==> src/hdl/pcm_pkg.sv <==
`timescale 1ns / 1ps
// ----------------------------------------------------------------------------
// pcm_pkg: shared types for the priority command mux
// Item and result words, action codes, controller states and the
// command and status groups between controller and datapath.
// ----------------------------------------------------------------------------
package pcm_pkg;

	// action codes of an input word
	typedef enum logic [1:0] {
		ACT_CONNECT    = 2'd0,
		ACT_DISCONNECT = 2'd1,
		ACT_COMMAND    = 2'd2,
		ACT_IGNORED    = 2'd3
	} action_t;

	// input word
	typedef struct packed {
		action_t     action;
		logic [7:0]  source_id;
		logic [3:0]  priority_req;
		logic [31:0] timeout_ticks;
		logic [31:0] time_now;
		logic [63:0] payload;
	} item_t;

	// result word
	typedef struct packed {
		logic        done_ok;
		logic        forward;
		logic [63:0] cmd_out;
	} result_t;

	// controller states
	typedef enum logic [1:0] {
		ST_IDLE  = 2'd0,
		ST_SCAN  = 2'd1,
		ST_DRAIN = 2'd2,
		ST_APPLY = 2'd3
	} state_t;

	// controller to datapath
	typedef struct packed {
		logic load;
		logic scan_en;
		logic apply;
	} ctrl_cmd_t;

	// datapath to controller
	typedef struct packed {
		logic scan_last;
	} dp_status_t;

endpackage

==> src/hdl/pcm_ctrl.sv <==
`timescale 1ns / 1ps
// ----------------------------------------------------------------------------
// pcm_ctrl: sequencer of the priority command mux
// Takes a word, walks the datapath through the slot scan, a drain
// state for the registered read, and the update and result cycle.
// ----------------------------------------------------------------------------
module pcm_ctrl (
	input  logic                clk,
	input  logic                arst_n,
	input  logic                start,
	output logic                busy,
	output pcm_pkg::ctrl_cmd_t  cmd,
	input  pcm_pkg::dp_status_t status
);

	pcm_pkg::state_t state_q;
	pcm_pkg::state_t state_nxt;

	// state register
	always_ff @(posedge clk or negedge arst_n) begin
		if (!arst_n) begin
			state_q <= pcm_pkg::ST_IDLE;
		end else begin
			state_q <= state_nxt;
		end
	end

	// next state
	always_comb begin
		state_nxt = state_q;
		case (state_q)
			pcm_pkg::ST_IDLE: begin
				if (start) begin
					state_nxt = pcm_pkg::ST_SCAN;
				end
			end
			pcm_pkg::ST_SCAN: begin
				if (status.scan_last) begin
					state_nxt = pcm_pkg::ST_DRAIN;
				end
			end
			pcm_pkg::ST_DRAIN: begin
				state_nxt = pcm_pkg::ST_APPLY;
			end
			pcm_pkg::ST_APPLY: begin
				state_nxt = pcm_pkg::ST_IDLE;
			end
			default: begin
				state_nxt = pcm_pkg::ST_IDLE;
			end
		endcase
	end

	// outputs
	always_comb begin
		cmd  = '0;
		busy = 1'b1;
		case (state_q)
			pcm_pkg::ST_IDLE: begin
				busy     = 1'b0;
				cmd.load = start;
			end
			pcm_pkg::ST_SCAN: begin
				cmd.scan_en = 1'b1;
			end
			pcm_pkg::ST_DRAIN: begin
				cmd = '0;
			end
			pcm_pkg::ST_APPLY: begin
				cmd.apply = 1'b1;
			end
			default: begin
				cmd = '0;
			end
		endcase
	end

	// a taken word always starts a scan
	assert property (@(posedge clk) disable iff (!arst_n)
		cmd.load |=> (state_q == pcm_pkg::ST_SCAN))
		else $error("pcm_ctrl: load not followed by scan");

	// the update cycle is always followed by idle
	assert property (@(posedge clk) disable iff (!arst_n)
		cmd.apply |=> !busy)
		else $error("pcm_ctrl: still busy after update");

endmodule

==> src/hdl/pcm_datapath.sv <==
`timescale 1ns / 1ps
// ----------------------------------------------------------------------------
// pcm_datapath: slot table and scan logic of the priority command mux
// Holds the slot flags and the source, timeout and stamp memories.
// A top-down scan finds the word's source and whether a higher slot
// is still active, then the update cycle writes the table and result.
// ----------------------------------------------------------------------------
module pcm_datapath #(
	parameter int LEVELS       = 16,
	parameter int PAYLOAD_BITS = 64,
	parameter int TIME_BITS    = 32
) (
	input  logic                clk,
	input  logic                arst_n,
	input  pcm_pkg::ctrl_cmd_t  cmd,
	output pcm_pkg::dp_status_t status,
	input  pcm_pkg::item_t      item,
	output pcm_pkg::result_t    result,
	output logic                done
);

	localparam int LVL_W = (LEVELS > 1) ? $clog2(LEVELS) : 1;

	// slot flags
	logic [LEVELS-1:0] used_q;
	logic [LEVELS-1:0] heard_q;

	// slot memories
	logic [7:0]           src_mem   [LEVELS];
	logic [TIME_BITS-1:0] tmo_mem   [LEVELS];
	logic [TIME_BITS-1:0] stamp_mem [LEVELS];

	// captured word and scan state
	pcm_pkg::item_t       item_q;
	logic [LVL_W-1:0]     idx_q;
	logic [LVL_W-1:0]     idx_s1;
	logic                 vld_s1;
	logic [7:0]           src_s1;
	logic [TIME_BITS-1:0] tmo_s1;
	logic [TIME_BITS-1:0] stamp_s1;
	logic                 found_q;
	logic [LVL_W-1:0]     at_q;
	logic                 blocked_q;
	logic                 active_q;

	pcm_pkg::result_t     result_q;
	pcm_pkg::result_t     result_nxt;
	logic                 done_q;

	logic [TIME_BITS-1:0] now_t;
	logic [TIME_BITS-1:0] elapsed;
	logic                 slot_match;
	logic                 slot_active;
	logic                 prio_ok;
	logic [LVL_W-1:0]     prio_idx;

	assign now_t       = TIME_BITS'(item_q.time_now);
	assign elapsed     = now_t - stamp_s1;
	assign slot_match  = used_q[idx_s1] && (src_s1 == item_q.source_id);
	assign slot_active = used_q[idx_s1] && heard_q[idx_s1] && (elapsed < tmo_s1);
	assign prio_ok     = (32'(item_q.priority_req) < LEVELS);
	assign prio_idx    = LVL_W'(item_q.priority_req);

	assign status.scan_last = (idx_q == '0);

	// word capture and scan index, highest level first
	always_ff @(posedge clk) begin
		if (cmd.load) begin
			item_q <= item;
			idx_q  <= LVL_W'(LEVELS - 1);
		end else if (cmd.scan_en) begin
			idx_q  <= idx_q - LVL_W'(1);
		end
	end

	// registered memory reads
	always_ff @(posedge clk) begin
		if (cmd.scan_en) begin
			src_s1   <= src_mem[idx_q];
			tmo_s1   <= tmo_mem[idx_q];
			stamp_s1 <= stamp_mem[idx_q];
			idx_s1   <= idx_q;
		end
	end

	// scan control flags
	always_ff @(posedge clk or negedge arst_n) begin
		if (!arst_n) begin
			vld_s1    <= 1'b0;
			found_q   <= 1'b0;
			active_q  <= 1'b0;
			blocked_q <= 1'b0;
			at_q      <= '0;
		end else begin
			vld_s1 <= cmd.scan_en;
			if (cmd.load) begin
				found_q   <= 1'b0;
				active_q  <= 1'b0;
				blocked_q <= 1'b0;
			end else if (vld_s1) begin
				if (slot_match && !found_q) begin
					found_q   <= 1'b1;
					at_q      <= idx_s1;
					blocked_q <= active_q;
				end
				if (slot_active) begin
					active_q <= 1'b1;
				end
			end
		end
	end

	// memory writes on update
	always_ff @(posedge clk) begin
		if (cmd.apply) begin
			if (item_q.action == pcm_pkg::ACT_CONNECT && prio_ok && !found_q
				&& !used_q[prio_idx]) begin
				src_mem[prio_idx] <= item_q.source_id;
				tmo_mem[prio_idx] <= TIME_BITS'(item_q.timeout_ticks);
			end
			if (item_q.action == pcm_pkg::ACT_COMMAND && found_q) begin
				stamp_mem[at_q] <= now_t;
			end
		end
	end

	// result word of the update cycle
	always_comb begin
		result_nxt = '0;
		case (item_q.action)
			pcm_pkg::ACT_CONNECT: begin
				if (prio_ok && ((!found_q && !used_q[prio_idx])
					|| (found_q && at_q == prio_idx))) begin
					result_nxt.done_ok = 1'b1;
				end
			end
			pcm_pkg::ACT_DISCONNECT: begin
				result_nxt.done_ok = found_q;
			end
			pcm_pkg::ACT_COMMAND: begin
				if (found_q && !blocked_q) begin
					result_nxt.done_ok = 1'b1;
					result_nxt.forward = 1'b1;
					result_nxt.cmd_out = 64'(PAYLOAD_BITS'(item_q.payload));
				end
			end
			default: begin
				result_nxt = '0;
			end
		endcase
	end

	// slot flags and result word
	always_ff @(posedge clk or negedge arst_n) begin
		if (!arst_n) begin
			used_q   <= '0;
			heard_q  <= '0;
			done_q   <= 1'b0;
			result_q <= '0;
		end else begin
			done_q <= cmd.apply;
			if (cmd.apply) begin
				result_q <= result_nxt;
				case (item_q.action)
					pcm_pkg::ACT_CONNECT: begin
						if (prio_ok && !found_q && !used_q[prio_idx]) begin
							used_q[prio_idx]  <= 1'b1;
							heard_q[prio_idx] <= 1'b0;
						end
					end
					pcm_pkg::ACT_DISCONNECT: begin
						if (found_q) begin
							used_q[at_q]  <= 1'b0;
							heard_q[at_q] <= 1'b0;
						end
					end
					pcm_pkg::ACT_COMMAND: begin
						if (found_q) begin
							heard_q[at_q] <= 1'b1;
						end
					end
					default: begin
					end
				endcase
			end
		end
	end

	assign result = result_q;
	assign done   = done_q;

	// an update always yields exactly one result word
	assert property (@(posedge clk) disable iff (!arst_n)
		cmd.apply |=> done)
		else $error("pcm_datapath: update without result");

	// a word that is not forwarded carries no command
	assert property (@(posedge clk) disable iff (!arst_n)
		(done && !result.forward) |-> (result.cmd_out == '0))
		else $error("pcm_datapath: command word leaked");

	// forwarding implies success
	assert property (@(posedge clk) disable iff (!arst_n)
		(done && result.forward) |-> result.done_ok)
		else $error("pcm_datapath: forward without done_ok");

endmodule

==> src/hdl/priority_command_mux.sv <==
`timescale 1ns / 1ps
// ----------------------------------------------------------------------------
// priority_command_mux: priority slot table with activity timeout
// Connects command sources to priority levels and forwards a source's
// command only while no higher level has been heard within its timeout.
// ----------------------------------------------------------------------------
// Usage:
//   Input channel: drive item and raise start; the word is taken at a rising
//   edge where start is high and busy is low. busy stays high until the word
//   is fully processed.
//   Result channel: done is high for exactly one cycle with the result word
//   on result; the receiver cannot stall, so it must take the word then.
//   Every taken word yields exactly one result word.
//   Sequence: the scan walks the slot memories one slot a cycle, highest
//   slot first, then the drain state fills the read register stage and the
//   update cycle loads the result register.
//   No new word is taken while busy is high; the slot memories have a
//   single read port, which the scan of the current word uses.
//   A new word may be taken in the cycle its predecessor's result is shown.
//   Reset: all slots are free and unheard; no clearing pass is needed, the
//   block takes a word in the first cycle after reset.
// ----------------------------------------------------------------------------
module priority_command_mux #(
	parameter int LEVELS       = 16,
	parameter int PAYLOAD_BITS = 64,
	parameter int TIME_BITS    = 32
) (
	input  logic             clk,
	input  logic             arst_n,
	input  logic             start,
	output logic             busy,
	input  pcm_pkg::item_t   item,
	output logic             done,
	output pcm_pkg::result_t result
);

	pcm_pkg::ctrl_cmd_t  cmd;
	pcm_pkg::dp_status_t status;

	// sequencer
	pcm_ctrl u_ctrl (
		.clk    (clk),
		.arst_n (arst_n),
		.start  (start),
		.busy   (busy),
		.cmd    (cmd),
		.status (status)
	);

	// slot table and scan
	pcm_datapath #(
		.LEVELS       (LEVELS),
		.PAYLOAD_BITS (PAYLOAD_BITS),
		.TIME_BITS    (TIME_BITS)
	) u_datapath (
		.clk    (clk),
		.arst_n (arst_n),
		.cmd    (cmd),
		.status (status),
		.item   (item),
		.result (result),
		.done   (done)
	);

endmodule
==> config.mk <==
export PLATFORM = sky130hd
export DESIGN_NAME = priority_command_mux
export DESIGN_NICKNAME = d
export VERILOG_FILES = /design/src/hdl/pcm_pkg.sv /design/src/hdl/pcm_ctrl.sv /design/src/hdl/pcm_datapath.sv /design/src/hdl/priority_command_mux.sv
export SDC_FILE = /design/constraint.sdc
export NUM_CORES = 1
export LEC_CHECK = 0
export ABC_AREA = 1
export BUFFER_PORTS_ARGS = -buffer_cell sky130_fd_sc_hd__clkbuf_2
export CAP_MARGIN = 25
export CORE_ASPECT_RATIO = 1.4
export CORE_MARGIN = 2
export CORE_UTILIZATION = 39
export CTS_CLUSTER_SIZE = 24
export DETAILED_ROUTE_END_ITERATION = 16
export HOLD_SLACK_MARGIN = 0.05
export PLACE_DENSITY = 0.6
export SETUP_SLACK_MARGIN = 0.05
export SLEW_MARGIN = 10
export SYNTH_ARGS = -nofsm -noshare
export SYNTH_HDL_FRONTEND = slang
export SYNTH_SLANG_ARGS = --single-unit
==> constraint.sdc <==
create_clock -name clk -period 6.9 [get_ports clk]
set_clock_uncertainty 0.15 [all_clocks]
set_input_delay 1.035 -clock clk [delete_from_list [all_inputs] [get_ports clk]]
set_output_delay 1.035 -clock clk [all_outputs]
set_load 0.1 [all_outputs]
==> flow_metrics.env, run 1 <==
export IMPL_outcome="finished, final reports clean"
export IMPL_ios=213
export IMPL_clock_sinks=1483
export IMPL_initial_utilization_pct=39.15
export IMPL_startpoint_type="register"
export IMPL_leakage_nw=22.35
export IMPL_final_cells=6666
export IMPL_grt_use_total_pct=20.51
export IMPL_overflow=0
export IMPL_cp_max_fo=65
export IMPL_arrival_ps=4330
export IMPL_slowest_stage="nor3_2"
export IMPL_grt_start_max_net_pins=209
export IMPL_finalNetCount=4806
export IMPL_h_tree_depth=4
export IMPL_cp_end_kind="register"
export IMPL_p_per_area_nw_per_um2=394.0
export IMPL_numPortBuffers=212
export IMPL_cts_buffers=136
export IMPL_syn_mean_instance_area_sq_um=13.31
export IMPL_regArea_sq_um=43960
export IMPL_final_util_pct=44.10
export IMPL_synth_edff_count=1370
export IMPL_syn_inst=4442
export IMPL_drc=0
export IMPL_fin_crit_sh_pct=59.43
export IMPL_synth_compound_area_share_pct=12.26
export IMPL_fillerInstances=13620
export IMPL_fmax_mhz=243.9
export IMPL_power_total_mw=26.23
export IMPL_cp_required_ps=7130
export IMPL_grt_pass1_wl_mm=237.8
export IMPL_synth_flop_cell="edfxtp_1"
export IMPL_fin_ws_ps=2799
export IMPL_slew_headroom_pct=30.90
export IMPL_yosysSeqAreaShare_pct=74.36
export IMPL_synthArstFlopShare_pct=7.350
export IMPL_cts_hold_buffers=0
export IMPL_multi_input_area_sq_um=13590
export IMPL_layout_commonest_cell="edfxtp_1"
export IMPL_drive_above_1_share_pct=11.91
export IMPL_cpPeakStageDelay_ps=700
export IMPL_syn_nets=4656
export IMPL_synth_top_family_by_area="compound AO/OA/AOI/OAI gates"
export IMPL_clk_pin_slew_ps=60
export IMPL_synthSimpleGateAreaFrac_pct=8.434
export IMPL_antenna_found_initial=6
export IMPL_cpMostUsedCell="buf_4"
export IMPL_hold_ws_ps=160.5
export IMPL_vias=37200
export IMPL_cp_cell_sequence="nor2_1 -> buf_4 -> inv_1 -> nor3_4 -> buf_4 -> inv_2 -> nor3_2 -> buf_4"
export IMPL_die_h_um=464.6
export IMPL_cts_resized_gates=0
export IMPL_rsz0062_at_grt="no"
export IMPL_routed_wl_mm=160.5
export IMPL_antenna_left=0
export IMPL_synth_xor_area_share_pct=0.4890
export IMPL_ys_warn_count=0
export IMPL_drtIter0Drc=3259
export IMPL_root_buffer="clkbuf_16"
export IMPL_final_cell_mix="edfxtp_1, o21ai_0, nor2_1"
export IMPL_globalplace_congestion=0.8666
export IMPL_worst_setup_path_type="register to register"
export IMPL_max_cap_viol_count=0
export IMPL_core_rowCount=169
export IMPL_fin_tns_setup_ps=0
export IMPL_worstSkewPairLatency_ps=760
export IMPL_cts_buffer_depth=3
export IMPL_post_dp_cell_area_sq_um=62300
export IMPL_maxSlewViolCount=0
export IMPL_place_hpwl_mm=86.37
export IMPL_dieArea_sq_um=154700
export IMPL_yosysTopAreaCell="edfxtp_1"
export IMPL_ys_ff_latch=1483
export IMPL_setup_viol=0
export IMPL_place_ws_ps=2805
export IMPL_synth_area_leaders="edfxtp_1, o21ai_0, dfrtp_1"
export IMPL_die_width_um=333.0
export IMPL_synth_area_sq_um=59100
export IMPL_grt_pass1_vias=37210
export IMPL_ir_drop_mv=0.3309
export IMPL_hold_viol=0
export IMPL_post_place_cells=6419
export IMPL_synthMuxAreaShare_pct=0
export IMPL_drtPass1Iterations=6
export IMPL_synth_fa_ha_area_share_pct=1.473
export IMPL_syn_to_final_growth_pct=12.64
export IMPL_synth_top_area_share_pct=69.60
export IMPL_coreArea_sq_um=151000
export IMPL_post_cts_buffers=0
export IMPL_finalCriticalPeriod_ps=4101
export IMPL_cts_tree="built"
export IMPL_fin_area_sq_um=66580
export IMPL_worst_slew_pin_slew_ps=1036
export IMPL_via_per_inst=5.581
export IMPL_hold_class="input port to async pin"
export IMPL_wl_per_cell_um=24.08
export IMPL_ys_types=49
==> sequential cells by signal, summed over array words and instances, names as in the netlist, 2 cells and up <==
register / flops
u_datapath.heard_q: 16
u_datapath.tmo_mem: 512
u_datapath.src_s1: 8
u_datapath.used_q: 16
u_datapath.stamp_mem: 512
u_datapath.at_q: 4
u_datapath.now_t: 32
u_datapath.tmo_s1: 32
u_datapath.result: 66
u_ctrl.state_q: 2
u_datapath.idx_q: 4
u_datapath.stamp_s1: 32
u_datapath.src_mem: 128
u_datapath.item_q: 106
u_datapath.prio_idx: 4
u_datapath.idx_s1: 4
==> synthesized netlist by cell type, types with 11 or more instances <==
cell / instances
buf_4: 11
nor2_1: 659
o211ai_1: 59
nor3_1: 38
a32o_1: 64
nand4_1: 11
inv_1: 149
nand2_1: 321
edfxtp_1: 1370
a21oi_1: 68
o21ai_0: 676
buf_2: 49
xor2_1: 23
nand3_1: 168
o221ai_1: 100
buf_1: 11
dfrtp_1: 109
o22ai_1: 190
ha_1: 68
o21ai_2: 15
clkbuf_1: 192
==> per-layer routing <==
| layer | global-route usage (%) | share of wire [%] | wire, um | vias to the layer above |
|---|---|---|---|---|
| li1 | - | - | - | 16880 |
| met1 | 24.65 | 39 | 62210 | 18680 |
| met2 | 36.64 | 51 | 82590 | 1324 |
| met3 | 3.320 | 6.1 | 9787 | 309 |
| met4 | 8.069 | 3.7 | 5927 | 4 |
| met5 | 0 | 0.017 | 28 | - |
==> critical path, delay by kind of cell, from the launching register on <==
kind	cells	cell delay [ps]
simple gates	3	970
buf+inv	5	2090
flops	1	460
==> final cells by class <==
type | instances | share of cell area [%]
flip-flops and latches | 1483 | 66.03
multi-input cells | 2530 | 20.42
clock buffers | 174 | 5.514
well taps | 1966 | 3.695
repair buffers | 282 | 2.511
inverters | 159 | 0.9415
clock inverters | 67 | 0.8701
diodes | 5 | 0.01879
==> report_power, final <==
part           internal (mW)  switching (mW)  leakage [nW]
Sequential              10.7           0.485          13.9
Clock                   4.04            3.27          2.06
Combinational           2.24            5.49          6.38
Total                   17.0            9.25          22.3
==> cell families after synthesis <==
group,after synthesis
flops,1483
simple gates,1221
compound gates,1207
buf+inv,429
fa+ha+maj,69
xor+xnor,33
==> path summary, 6_finish.rpt <==
path / start / endpoint / slack (ps) / cells after the start
worst max-delay path: u_datapath.item_q[140]$_DFFE_PP_ / u_datapath.stamp_mem[9][8]$_DFFE_PP_ / 2800 / 8
worst min-delay path: arst_n / u_datapath.heard_q[15]$_DFFE_PN0P_ / 160 / 1
worst max register to register: u_datapath.item_q[140]$_DFFE_PP_ / u_datapath.stamp_mem[9][8]$_DFFE_PP_ / 2800 / 8
worst min register to register: u_datapath.result[25]$_DFFE_PN0P_ / u_datapath.result[25]$_DFFE_PN0P_ / 340 / 1
max in group asynchronous: arst_n / u_datapath.result[40]$_DFFE_PN0P_ / 5070 / 2
min in group clk: item[53] / u_datapath.item_q[53]$_DFFE_PP_ / 290 / 1
Power figures use the tool's default switching activity.
==> inputs of run 2 (changes only) <==
ABC_AREA = 0   (was 1)
clock period = 4.2 ns   (was 6.9 ns; I/O delays follow)
==> run 2 against run 1 <==
Sequential share of layout area is 1.7 points lower. Sequential power is 65% higher. First-iteration DRC count down 32%. Utilization increased by 2.6 points. Die area decreased by 2.6%. Critical path depth is 8 higher. Largest power group unchanged. Count of clock-buffer cells in the layout grew 1.
==> flow_metrics.env, run 2 <==
export IMPL_vias=28200
export IMPL_synth_top_area_share_pct=71.51
export IMPL_min_delay_start="start"
export IMPL_grt_util_met1_pct=22.71
export IMPL_yosysTopAreaCell="edfxtp_1"
export IMPL_cp_max_fo=4
export IMPL_ir_drop_mv=0.4085
export IMPL_synth_area_sq_um=57530
export IMPL_dieArea_sq_um=150600
export IMPL_internal_power_mw=29.35
export IMPL_netSwitchingFraction_pct=27.46
export IMPL_grt_pass1_vias=29720
export IMPL_via_per_inst=5.302
export IMPL_root_buffer="clkbuf_16"
export IMPL_setup_viol=0
export IMPL_pwr_share_clk_pct=31.8
export IMPL_ys_ff_latch=1483
export IMPL_startpoint_type="register"
export IMPL_rsz0062_at_grt="no"
export IMPL_h_tree_depth=4
export IMPL_grt_pass1_wl_mm=200.1
export IMPL_hold_viol=0
export IMPL_coreArea_sq_um=146400
export IMPL_fin_crit_sh_pct=93.30
export IMPL_ys_warn_count=0
export IMPL_drc=0
export IMPL_synth_edff_count=1370
export IMPL_synth_flop_cell="edfxtp_1"
export IMPL_gr_usage_met2_pct=32.86
export IMPL_max_cap_viol_count=0
export IMPL_synth_common_cells="edfxtp_1, mux4_2, inv_1"
export IMPL_final_cell_mix="edfxtp_1, mux4_2, clkbuf_2"
export IMPL_place_ws_ps=115.8
export IMPL_synth_area_leaders="edfxtp_1, mux4_2, dfrtp_1"
export IMPL_drtPass1Iterations=7
export IMPL_combPwrFrac_pct=22.6
export IMPL_leakage_nw=23.15
export IMPL_syn_to_final_growth_pct=18.78
export IMPL_cp_required_ps=4720
export IMPL_crit_start="u_datapath.now_t[3]$_DFFE_PP_"
export IMPL_fin_ws_ps=281.2
export IMPL_cp_cell_sequence="ha_1 -> o21ai_0 -> a2111oi_4 -> o32ai_1 -> buf_4 -> or3_1 -> a311o_1 -> o21ai_1 -> xor2_1 -> ha_1 -> nand3_1 -> nor2_1 -> nand2_1 -> o221ai_1 -> nand2_1 -> a32o_1"
export IMPL_finalNetCount=3488
export IMPL_clk_pin_slew_ps=70
export IMPL_cp_end_kind="register"
export IMPL_fillerInstances=12160
export IMPL_place_hpwl_mm=76.15
export IMPL_syn_mean_instance_area_sq_um=20.72
export IMPL_worst_setup_path_type="register to register"
export IMPL_syn_nets=2990
export IMPL_die_width_um=328.6
export IMPL_fmax_mhz=255.2
export IMPL_cts_buffer_depth=3
export IMPL_hold_ws_ps=137.4
export IMPL_busiest_layer="met2"
export IMPL_maxSlewViolCount=0
export IMPL_grt_start_max_net_pins=121
export IMPL_slowest_stage="edfxtp_1"
export IMPL_initial_utilization_pct=39.29
export IMPL_p_sw_mw=11.11
export IMPL_synth_most_common_cell="edfxtp_1"
export IMPL_antenna_left=0
export IMPL_layout_commonest_cell="edfxtp_1"
export IMPL_r2r_start="u_datapath.now_t[3]$_DFFE_PP_"
export IMPL_cpPeakStageDelay_ps=390
export IMPL_core_rowCount=166
export IMPL_numPortBuffers=212
export IMPL_drive_above_1_share_pct=28.31
export IMPL_cts_tree="built"
export IMPL_antenna_found_initial=5
export IMPL_wl_per_cell_um=25.41
export IMPL_cts_buffers=140
export IMPL_worstSkewPairLatency_ps=780
export IMPL_top_regs="u_datapath.stamp_mem (512), u_datapath.tmo_mem (512), u_datapath.src_mem (128)"
export IMPL_p_per_area_nw_per_um2=592.0
export IMPL_arrival_ps=4430
export IMPL_drtIter0Drc=2226
export IMPL_ys_types=64
export IMPL_slew_headroom_pct=28.70
export IMPL_grtUsageMet3_pct=2.243
export IMPL_yosysSeqAreaShare_pct=76.39
export IMPL_p_seq_share_pct=45.6
export IMPL_routed_wl_mm=135.2
export IMPL_overflow=0
export IMPL_globalplace_congestion=0.8423
export IMPL_grt_use_total_pct=18.22
export IMPL_worst_slew_pin_slew_ps=1060
export IMPL_ios=213
export IMPL_syn_inst=2776
export IMPL_finalCriticalPeriod_ps=3919
export IMPL_hold_class="input port to register"
export IMPL_die_h_um=458.4
export IMPL_clock_sinks=1483
export IMPL_outcome="finished, final reports clean"
export IMPL_synthArstFlopShare_pct=7.350
-- run 2: cell types whose count changed after synthesis, sizes merged, moves of 104 or more --
cell    before  now
nor2       666   85
o21ai      700  119
mux4         0  373
nand2      329  113
o22ai      190    1
nand3      169   19
clkbuf     193   89
-- run 2: critical path, delay by kind of cell (launching register included) --
family	cells	cell delay, ps
flops	1	390
compound gates	7	1630
buf+inv	1	180
simple gates	5	770
fa+ha+maj	2	600
xor+xnor	1	100
-- run 2: through the flow --
stage	cell area, sq um	utilization [%]	power, mW	instances	TNS, ps
after CTS	68270	46.62	40.94	5314	0
after global routing	68340	46.67	42.21	5318	0
after global placement	62190	42.47	27.86	4920	0
final	68340	46.67	40.46	5318	0
after floorplan	57550	-	24.81	2776	-66870
after detailed placement	62190	42.47	27.92	4920	0
-- run 2: cell type report --
class | count | area [sq um] | area share (%)
Antenna cell | 2 | 5.005 | 0.007324
Clock buffer | 175 | 3812 | 5.579
Clock inverter | 77 | 847.1 | 1.240
Inverter | 142 | 536.8 | 0.7855
Multi-Input combinational cell | 1029 | 12870 | 18.83
Sequential cell | 1483 | 43960 | 64.33
Tap cell | 1932 | 2417 | 3.537
Timing Repair Buffer | 478 | 3889 | 5.691
-- run 2: what timing repair did --
action,in CTS,in global routing
gates resized for setup,0,10
hold buffers,142,1
endpoints found under the hold margin,191,1
endpoints found under the setup margin,0,1
buffers inserted,0,0
-- run 2: cell families after synthesis --
group	share of synthesized area [%]
muxes	14.82
adders and majority gates	1.514
DFF	76.39
buffers and inverters	1.770
xor gates and xnor gates	0.5481
and+or+nand+nor	2.216
AOI/OAI and AO/OA	2.740
-- run 2: routing by layer --
| layer | wire length, um | share of wire [%] | vias up |
|---|---|---|---|
| li1 | - | - | 12270 |
| met5 | 13 | 0.0096 | - |
| met1 | 52890 | 39 | 15100 |
| met2 | 73800 | 55 | 645 |
| met3 | 5147 | 3.8 | 187 |
| met4 | 3304 | 2.4 | 2 |
-- run 2: final timing paths --
kind	endpoint	slack (ps)	depth (start not counted)
setup / recovery	u_datapath.active_q$_DFFE_PN0P_	280	16
hold / removal	u_ctrl.state_q[0]$_DFFE_PN0P_	140	3
setup reg to reg	u_datapath.active_q$_DFFE_PN0P_	280	16
hold reg to reg	u_datapath.result[57]$_DFFE_PN0P_	300	2
max in group asynchronous	u_datapath.at_q[3]$_DFFE_PN0P_	2640	3
min in group asynchronous	u_datapath.result[35]$_DFFE_PN0P_	330	2
-- run 2: power groups by stage --
stage	logic, mW	clock network (mW)	registers [mW]
global placement	9.11	0	18.7
CTS	9.29	13.2	18.5
detailed placement	9.13	0	18.8
global route	9.95	13.7	18.6
finish	9.14	12.9	18.5
floorplan	6.35	0	18.5
